`src/design/mlpq_pkg.sv`:
```
// ---------------------------------------------------------------------------
// mlpq_pkg: shared types and codes for the multilevel priority ready queue
// Holds the request kind codes and the sequencer state type.
// ---------------------------------------------------------------------------
package mlpq_pkg;

  localparam logic KIND_ENQ = 1'b0;
  localparam logic KIND_DEQ = 1'b1;

  typedef enum logic [2:0] {
    ST_IDLE,
    ST_ENQ_LINK,
    ST_ENQ_TERM,
    ST_DEQ_SCAN,
    ST_DEQ_READ,
    ST_DEQ_UPD
  } state_t;

endpackage

```
`src/design/multilevel_priority_ready_queue_top.sv`:
```
// ---------------------------------------------------------------------------
// multilevel_priority_ready_queue_top: thread ready queue with priority levels
// Each level is a FIFO kept as head/tail pointers over a shared next table.
// ---------------------------------------------------------------------------
// Usage:
//   Request channel (req_valid/req_stall): kind selects enqueue or dequeue;
//   thread_id and priority_req matter for enqueue only. req_stall is high
//   while an item is in work, so one item is handled at a time.
//   Response channel (rsp_valid/rsp_stall): one transfer per request. found
//   is 1 when a dequeue returned chosen_thread, else both are 0.
// Sequencing:
//   Enqueue passes through link, terminate and output steps.
//   Dequeue scans the levels one level per cycle from the highest down, then
//   does one next-table read and a head update before the output.
// Reset:
//   All levels come up empty. The next table is not cleared; an entry is
//   only read after it was written.
// Stall:
//   A finished result waits in the output register; the sequencer holds in
//   its last step until the output register is free.
module multilevel_priority_ready_queue_top #(
  parameter int THREADS = 64,
  parameter int LEVELS  = 10
) (
  input  logic                       clk,
  input  logic                       rst,
  input  logic                       req_valid,
  output logic                       req_stall,
  input  logic                       kind,
  input  logic [$clog2(THREADS)-1:0] thread_id,
  input  logic [$clog2(LEVELS)-1:0]  priority_req,
  output logic                       rsp_valid,
  input  logic                       rsp_stall,
  output logic                       found,
  output logic [$clog2(THREADS)-1:0] chosen_thread
);
  import mlpq_pkg::*;

  localparam int TIDW  = $clog2(THREADS);
  localparam int PRIOW = $clog2(LEVELS);
  localparam logic [TIDW:0]    END_MARK = THREADS[TIDW:0];
  localparam logic [PRIOW:0]   LEVEL_LIM = LEVELS[PRIOW:0];
  localparam logic [PRIOW-1:0] TOP_LEVEL = PRIOW'(LEVELS - 1);

  state_t state, state_next;

  logic                 level_nonempty [LEVELS];
  logic [TIDW-1:0]      level_head     [LEVELS];
  logic [TIDW-1:0]      level_tail     [LEVELS];
  logic [TIDW:0]        next_mem       [THREADS];

  logic [PRIOW-1:0]     cur_lvl;
  logic [TIDW-1:0]      cur_tid;
  logic                 op_ok;
  logic [TIDW:0]        rd_data;

  logic                 rsp_free;
  logic                 mem_we;
  logic [TIDW-1:0]      mem_waddr;
  logic [TIDW:0]        mem_wdata;
  logic                 mem_re;
  logic                 rsp_load;
  logic                 rsp_found_next;
  logic                 lvl_ne;
  logic                 req_xfer;

  assign rsp_free  = !rsp_valid || !rsp_stall;
  assign lvl_ne    = level_nonempty[cur_lvl];
  assign req_stall = (state != ST_IDLE);
  assign req_xfer  = req_valid && !req_stall;

  // next state
  always_comb begin
    state_next = state;
    case (state)
      ST_IDLE: begin
        if (req_valid) begin
          state_next = (kind == KIND_DEQ) ? ST_DEQ_SCAN : ST_ENQ_LINK;
        end
      end
      ST_ENQ_LINK: state_next = ST_ENQ_TERM;
      ST_ENQ_TERM: begin
        if (rsp_free) state_next = ST_IDLE;
      end
      ST_DEQ_SCAN: begin
        if (lvl_ne) begin
          state_next = ST_DEQ_READ;
        end else if (cur_lvl == '0 && rsp_free) begin
          state_next = ST_IDLE;
        end
      end
      ST_DEQ_READ: state_next = ST_DEQ_UPD;
      ST_DEQ_UPD: begin
        if (rsp_free) state_next = ST_IDLE;
      end
      default: state_next = ST_IDLE;
    endcase
  end

  // sequencer outputs
  always_comb begin
    mem_we         = 1'b0;
    mem_waddr      = cur_tid;
    mem_wdata      = END_MARK;
    mem_re         = 1'b0;
    rsp_load       = 1'b0;
    rsp_found_next = 1'b0;
    case (state)
      ST_ENQ_LINK: begin
        // append behind the current tail
        mem_we    = op_ok && lvl_ne;
        mem_waddr = level_tail[cur_lvl];
        mem_wdata = {1'b0, cur_tid};
      end
      ST_ENQ_TERM: begin
        // terminate the list at the new tail
        mem_we   = op_ok && rsp_free;
        rsp_load = rsp_free;
      end
      ST_DEQ_SCAN: begin
        rsp_load = !lvl_ne && cur_lvl == '0 && rsp_free;
      end
      ST_DEQ_READ: begin
        mem_re = 1'b1;
      end
      ST_DEQ_UPD: begin
        rsp_load       = rsp_free;
        rsp_found_next = 1'b1;
      end
      default: begin
        mem_we = 1'b0;
      end
    endcase
  end

  // next-pointer table
  always_ff @(posedge clk) begin
    if (mem_we) begin
      next_mem[mem_waddr] <= mem_wdata;
    end
    if (mem_re) begin
      rd_data <= next_mem[level_head[cur_lvl]];
    end
  end

  always_ff @(posedge clk) begin
    if (rst) begin
      state <= ST_IDLE;
    end else begin
      state <= state_next;
    end
  end

  // item registers and level scan
  always_ff @(posedge clk) begin
    if (req_xfer) begin
      cur_tid <= thread_id;
      op_ok   <= ({1'b0, priority_req} < LEVEL_LIM) && ({1'b0, thread_id} < END_MARK);
      cur_lvl <= (kind == KIND_DEQ) ? TOP_LEVEL : priority_req;
    end else if (state == ST_DEQ_SCAN && !lvl_ne && cur_lvl != '0) begin
      cur_lvl <= cur_lvl - 1'b1;
    end
  end

  // level pointers
  always_ff @(posedge clk) begin
    if (rst) begin
      for (int i = 0; i < LEVELS; i++) begin
        level_nonempty[i] <= 1'b0;
        level_head[i]     <= '0;
        level_tail[i]     <= '0;
      end
    end else begin
      if (state == ST_ENQ_LINK && op_ok) begin
        if (!lvl_ne) begin
          level_head[cur_lvl]     <= cur_tid;
          level_nonempty[cur_lvl] <= 1'b1;
        end
        level_tail[cur_lvl] <= cur_tid;
      end
      if (state == ST_DEQ_UPD && rsp_free) begin
        if (rd_data >= END_MARK) begin
          // list drained: drop the level
          level_nonempty[cur_lvl] <= 1'b0;
          level_head[cur_lvl]     <= '0;
          level_tail[cur_lvl]     <= '0;
        end else begin
          level_head[cur_lvl] <= rd_data[TIDW-1:0];
        end
      end
    end
  end

  // output register
  always_ff @(posedge clk) begin
    if (rst) begin
      rsp_valid <= 1'b0;
    end else if (rsp_load) begin
      rsp_valid <= 1'b1;
    end else if (!rsp_stall) begin
      rsp_valid <= 1'b0;
    end
  end

  always_ff @(posedge clk) begin
    if (rsp_load) begin
      found         <= rsp_found_next;
      chosen_thread <= rsp_found_next ? level_head[cur_lvl] : '0;
    end
  end

endmodule

```
`config.mk`:
```
export PLATFORM = sky130hd
export DESIGN_NAME = multilevel_priority_ready_queue_top
export DESIGN_NICKNAME = d
export VERILOG_FILES = /design/src/design/mlpq_pkg.sv /design/src/design/multilevel_priority_ready_queue_top.sv
export SDC_FILE = /design/constraint.sdc
export NUM_CORES = 1
export LEC_CHECK = 0
export ABC_AREA = 1
export BUFFER_PORTS_ARGS = -buffer_cell sky130_fd_sc_hd__clkbuf_2
export CAP_MARGIN = 20
export CORE_AREA = 2 2 274 276
export DETAILED_ROUTE_END_ITERATION = 6
export DIE_AREA = 0 0 276 278
export HOLD_SLACK_MARGIN = 0.1
export PLACE_DENSITY = 0.55
export SYNTH_ARGS = -nofsm -noshare
export SYNTH_HDL_FRONTEND = slang
export SYNTH_SLANG_ARGS = --single-unit
```
`constraint.sdc`:
```
create_clock -name clk -period 8.2 [get_ports clk]
set_clock_uncertainty 0.05 [all_clocks]
set_input_delay 0.82 -clock clk [delete_from_list [all_inputs] [get_ports clk]]
set_output_delay 0.82 -clock clk [all_outputs]
set_load 0.05 [all_outputs]
```
; Yosys cells after proc, flatten, opt, wreduce, memory -nomap -nowiden
; Memories as Yosys holds them, arrays and structs flattened. A register that Yosys moved wholly into a read port is not among the register bits.
; Cells that the tools add are included.
[classes]
add_sub_neg = 1
multipliers = 0
n_div = 0
magnitude_cmp = 2
n_eq_ne = 9
shift = 0
mux = 52
bitwise = 4
reduce_logical = 25
[ops]
columns = operator, n
row1 = 2-to-1 mux 4 bit, 9
row2 = 2-to-1 mux 6 bit, 6
row3 = 2-to-1 mux 1 bit, 28
row4 = one-hot mux 3 bit (5 select lines), 1
row5 = 2-to-1 mux 3 bit, 4
row6 = OR reduction 6 bit, 2
row7 = logical AND 1 bit, 10
row8 = "greater-or-equal comparator 7 bit, second input constant", 1
row9 = 2-to-1 mux 7 bit, 1
row10 = "equality test 3 x 2 -> 1 bit, second input constant", 2
row11 = "equality test 3 bit, second input constant", 2
row12 = logical NOT 1 bit, 4
row13 = logical NOT 4 bit, 1
row14 = "< comparator 4 bit, second input constant", 1
row15 = "!= test 2 x 1 -> 1 bit, second input constant", 2
row16 = OR 1 bit, 4
row17 = one-hot mux 1 bit (2 select lines), 2
row18 = nonzero test 4 bit, 1
row19 = "subtractor 4 x 1 -> 4 bit, second input constant", 1
row20 = "equality test 3 x 1 -> 1 bit, second input constant", 1
row21 = logical NOT 3 bit, 1
row22 = "!= test 3 bit, second input constant", 1
row23 = AND reduction 3 bit, 1
row24 = nonzero test 3 bit, 1
row25 = other kinds (6), 6
[word_totals]
regBits = 22
latchBits = 0
ramBits = 578
romBits = 0
out_inout_bits = 9
wordCells = 104
memories = 4
[memory_table]
columns = name, words, word_bits, read_ports, rd_clocked_by_memory_dff, write_ports, line
row1 = next_mem, 64, 7, 1, 1, 1, multilevel_priority_ready_queue_top.sv:50  ; logic [TIDW:0] next_mem [THREADS];
row2 = level_head, 10, 6, 1, 1, 10, multilevel_priority_ready_queue_top.sv:48  ; logic [TIDW-1:0] level_head [LEVELS];
row3 = level_tail, 10, 6, 1, 1, 10, multilevel_priority_ready_queue_top.sv:49  ; logic [TIDW-1:0] level_tail [LEVELS];
row4 = level_nonempty, 10, 1, 1, 1, 10, multilevel_priority_ready_queue_top.sv:47  ; logic level_nonempty [LEVELS];

; Depth between registers and ports, before layout
[depth]
ltp_word = 10
mapped_depth = 17

; Worst setup path after synthesis
; Ideal clock, no wire load.
[synth_path]
path_type = reg2reg
from = register state[1]
to = memory next_mem[0][0] (netlist bit), data pin
arrival_ns = 3.181
required_ns = 7.651
setup_slack_ns = 4.470
stages_incl_launch_ff = 7
path_buffers = 1
synth_period_minus_slack_ns = 3.730
cell_sequence = dfxtp_1 -> inv_1 -> nand2_1 -> nor2_2 -> inv_2 -> buf_1 -> nor2_1
[synth_between]
elab_chain_len = 2
[synth_rtl]
columns = element, line
row1 = "start, declared", multilevel_priority_ready_queue_top.sv:45  ; state_t state, state_next;
row2 = "start signal, assigned", multilevel_priority_ready_queue_top.sv:150  ; state <= state_next;
row3 = equality test 3 x 1 -> 1 bit, multilevel_priority_ready_queue_top.sv:108  ; case (state)
row4 = 2-to-1 mux 7 bit, multilevel_priority_ready_queue_top.sv:108
row5 = via mem_wdata[0], multilevel_priority_ready_queue_top.sv:60  ; logic [TIDW:0] mem_wdata;
row6 = "end, declared", multilevel_priority_ready_queue_top.sv:50
; The timed path passes the listed nets, and every way through them passes these cells.

==> results_dict.tcl <==
set metrics [dict create \
    cp_data_required_time_ns 8.52 \
    cts_tree "done" \
    io_buffer_count 23 \
    ctsLongestPathBuffers 3 \
    fin_tns_setup_ns 0 \
    drive_gt1_share_pct 7.76 \
    max_freq_mhz 194 \
    drtIter0Drc 2130 \
    die_w_um 276 \
    cp-end-kind "flip-flop" \
    overflow 0 \
    row_count 100 \
    synth_area_um2 30700 \
    hpwl_um 50800 \
    drc 4 \
    power.density_nw_per_um2 412 \
    arrival_ns 5.46 \
    syn_avg_cell_area_um2 10.8 \
    vias 20900 \
    clkTransAtPathRegs_ns 0.06 \
    cts_resized 0 \
    irDropWorstVdd_uv 370 \
    maxCapViolations 0 \
    ioPinCount 24 \
    post-route-min-period_ns 5.14 \
    grt_usage_pct 21.8 \
    areaGrowthSynthToFinish_pct 10.7 \
    ant_nets 0 \
    diodes 0 \
    post_dp_cell_area_um2 31600 \
    power_leakage_nw 12.6 \
    gp_routability_congestion 0.851 \
    dieArea_um2 76700 \
    ys_seq_area_share_pct 67.2 \
    ys_top_cells_by_area "edfxtp_1, nand3_1, nand2_1" \
    synth_top_area_share_pct 66.6 \
    rsz0062_at_grt "false" \
    hold_slack_ns 0.346 \
    ys_ff_latch 689 \
    layout.nets 2819 \
    htree_levels 3 \
    ys.warnings.count 0 \
    setup_viol 0 \
    syn_inst 2832 \
    finalHoldViolCount 0 \
    violations "DRC" \
    p_seq_share_pct 31.1 \
    grt_pass1_vias 20500 \
    clock_latency_ns 0.63 \
    ys_types 38 \
    grt_pass1_wl_um 128000 \
    timing.final.crit_share_pct 62.7 \
    switchingPower_mw 6.21 \
    crit_type "flip-flop to flip-flop" \
    holdCritPathClass "primary input to flip-flop" \
    die_h_um 278 \
    syn-num-nets 2849 \
    wl_per_cell_um 22.0 \
    fin_area_um2 34000 \
    cts_setup_buffers 0 \
    yosysTopAreaCell "edfxtp_1" \
    core_um2 73800 \
    slew_headroom_pct 32.9 \
    maxSlewViolCount 0 \
    p_total_mw 14.0 \
    dr.pass1.iters 7 \
    post_drt_via_cell_ratio 5.44 \
    cp-start-kind "flip-flop" \
    worst_pin_slew_ns 1.00 \
    initial_utilization_pct 41.6 \
    hold_buffers 0 \
    finalWirelength_um 84100 \
    path_max_fanout 124 \
    antenna_found_initial 0 \
    p_int_mw 7.77 \
    power_frac_comb_pct 45.5 \
    clockPowerShare_pct 23.4 \
    cts_made_buffers 73 \
    status "finished, violations left" \
    grt_max_degree 125 \
    swShare_pct 44.4 \
    cts_sinks 689 \
    cts-root-buf "clkbuf_16" \
]
[per-stage QoR]
stage	setup WS [ns]	utilization (%)	std cells
after floorplan	4.47	-	2832
after global placement	2.84	42.7	3690
after detailed placement	2.89	42.7	3692
after CTS	2.89	45.9	3826
after global routing	2.65	46.0	3830
final	3.06	46.0	3830
[metal layers]
layer | global-route usage [%] | routed length, um
met1 | 30.6 | 37100
met2 | 35.3 | 39200
met3 | 3.28 | 5750
met4 | 6.60 | 1950
met5 | 0 | 0
[final timing paths]
check,startpoint,end,slack (ns),cells after the start
max,flip-flop,rd_data[5],3.06,16
min,thread_id[1],cur_tid[1],0.35,1
max reg2reg,flip-flop,rd_data[5],3.06,16
min reg2reg,state[0],state[0],0.46,2
[power by group through the flow]
stage,sequential [mW],combinational (mW),clock [mW]
2_1_floorplan,4.40,4.25,0
3_3_place_gp,4.42,6.26,0
3_5_place_dp,4.42,6.31,0
4_1_cts,4.35,6.32,3.33
5_1_grt,4.36,6.96,3.47
6_report,4.35,6.37,3.27
[registers in the layout, indices dropped and copies added, names as in the netlist, 3 cells and up, named ones only]
| signal | flops |
|---|---|
| level_head | 96 |
| next_mem | 448 |
| level_tail | 96 |
| cur_tid | 6 |
| chosen_thread | 6 |
| level_nonempty | 16 |
| rd_data | 7 |
| cur_lvl | 4 |
| state | 3 |
[cells by family after synthesis]
family,count (synthesis),synth area share (%)
compound gates,198,3.81
fa+ha+maj,2,0.0815
buf+inv,482,6.53
xor+xnor,1,0.0285
flops,689,67.2
simple gates,1460,22.4
[cell type report]
type,instances,area [um^2]
clock inverter,45,430
inverter,323,1210
fill,6779,39800
timing repair buffer,54,433
clock buffer,89,1910
multi-input combinational,1661,8160
sequential,689,20600
tap,969,1210
[cells in the final DEF, fill, tap and decap left out, types with 23 or more instances in the layout]
master     netlist  final
inv_1          303    302
o21ai_0        122    122
nor2_1         350    344
o221ai_1        27     27
nand3_1        467    465
clkbuf_2         1     23
clkbuf_16        0     74
clkinv_1         7     25
nand3b_1       175    175
buf_4           10     26
nand2_1        427    425
edfxtp_1       681    681
[synthesized netlist by cell type, drive strengths merged]
cell type,number
clkinv,7
nand4,1
a31oi,1
a21oi,6
a22oi,1
dfxtp,8
o22ai,12
nand3,469
nand3b,175
clkbuf,50
edfxtp,681
buf,109
xnor2,1
nor2,358
inv,316
nand2,447
o221ai,27
o211ai,10
or2,7
o31ai,1
o21ai,140
ha,2
nor3,3
[worst max-delay path, cell delays in order (launching register included)]
cell and delay, ns:
dfxtp_2 0.73, inv_2 0.30, buf_12 0.26, buf_4 0.28, nand2_1 0.10, nand3_1 0.07
nand3_1 0.18, nand3_4 0.25, nand2_8 0.67, buf_4 0.74, nand2_1 0.18, nand3_1 0.12
nand3_1 0.12, nand3_1 0.16, nand3_1 0.27, nand3_1 0.19, nand2_1 0.07
(Power assumes the default switching activity.)
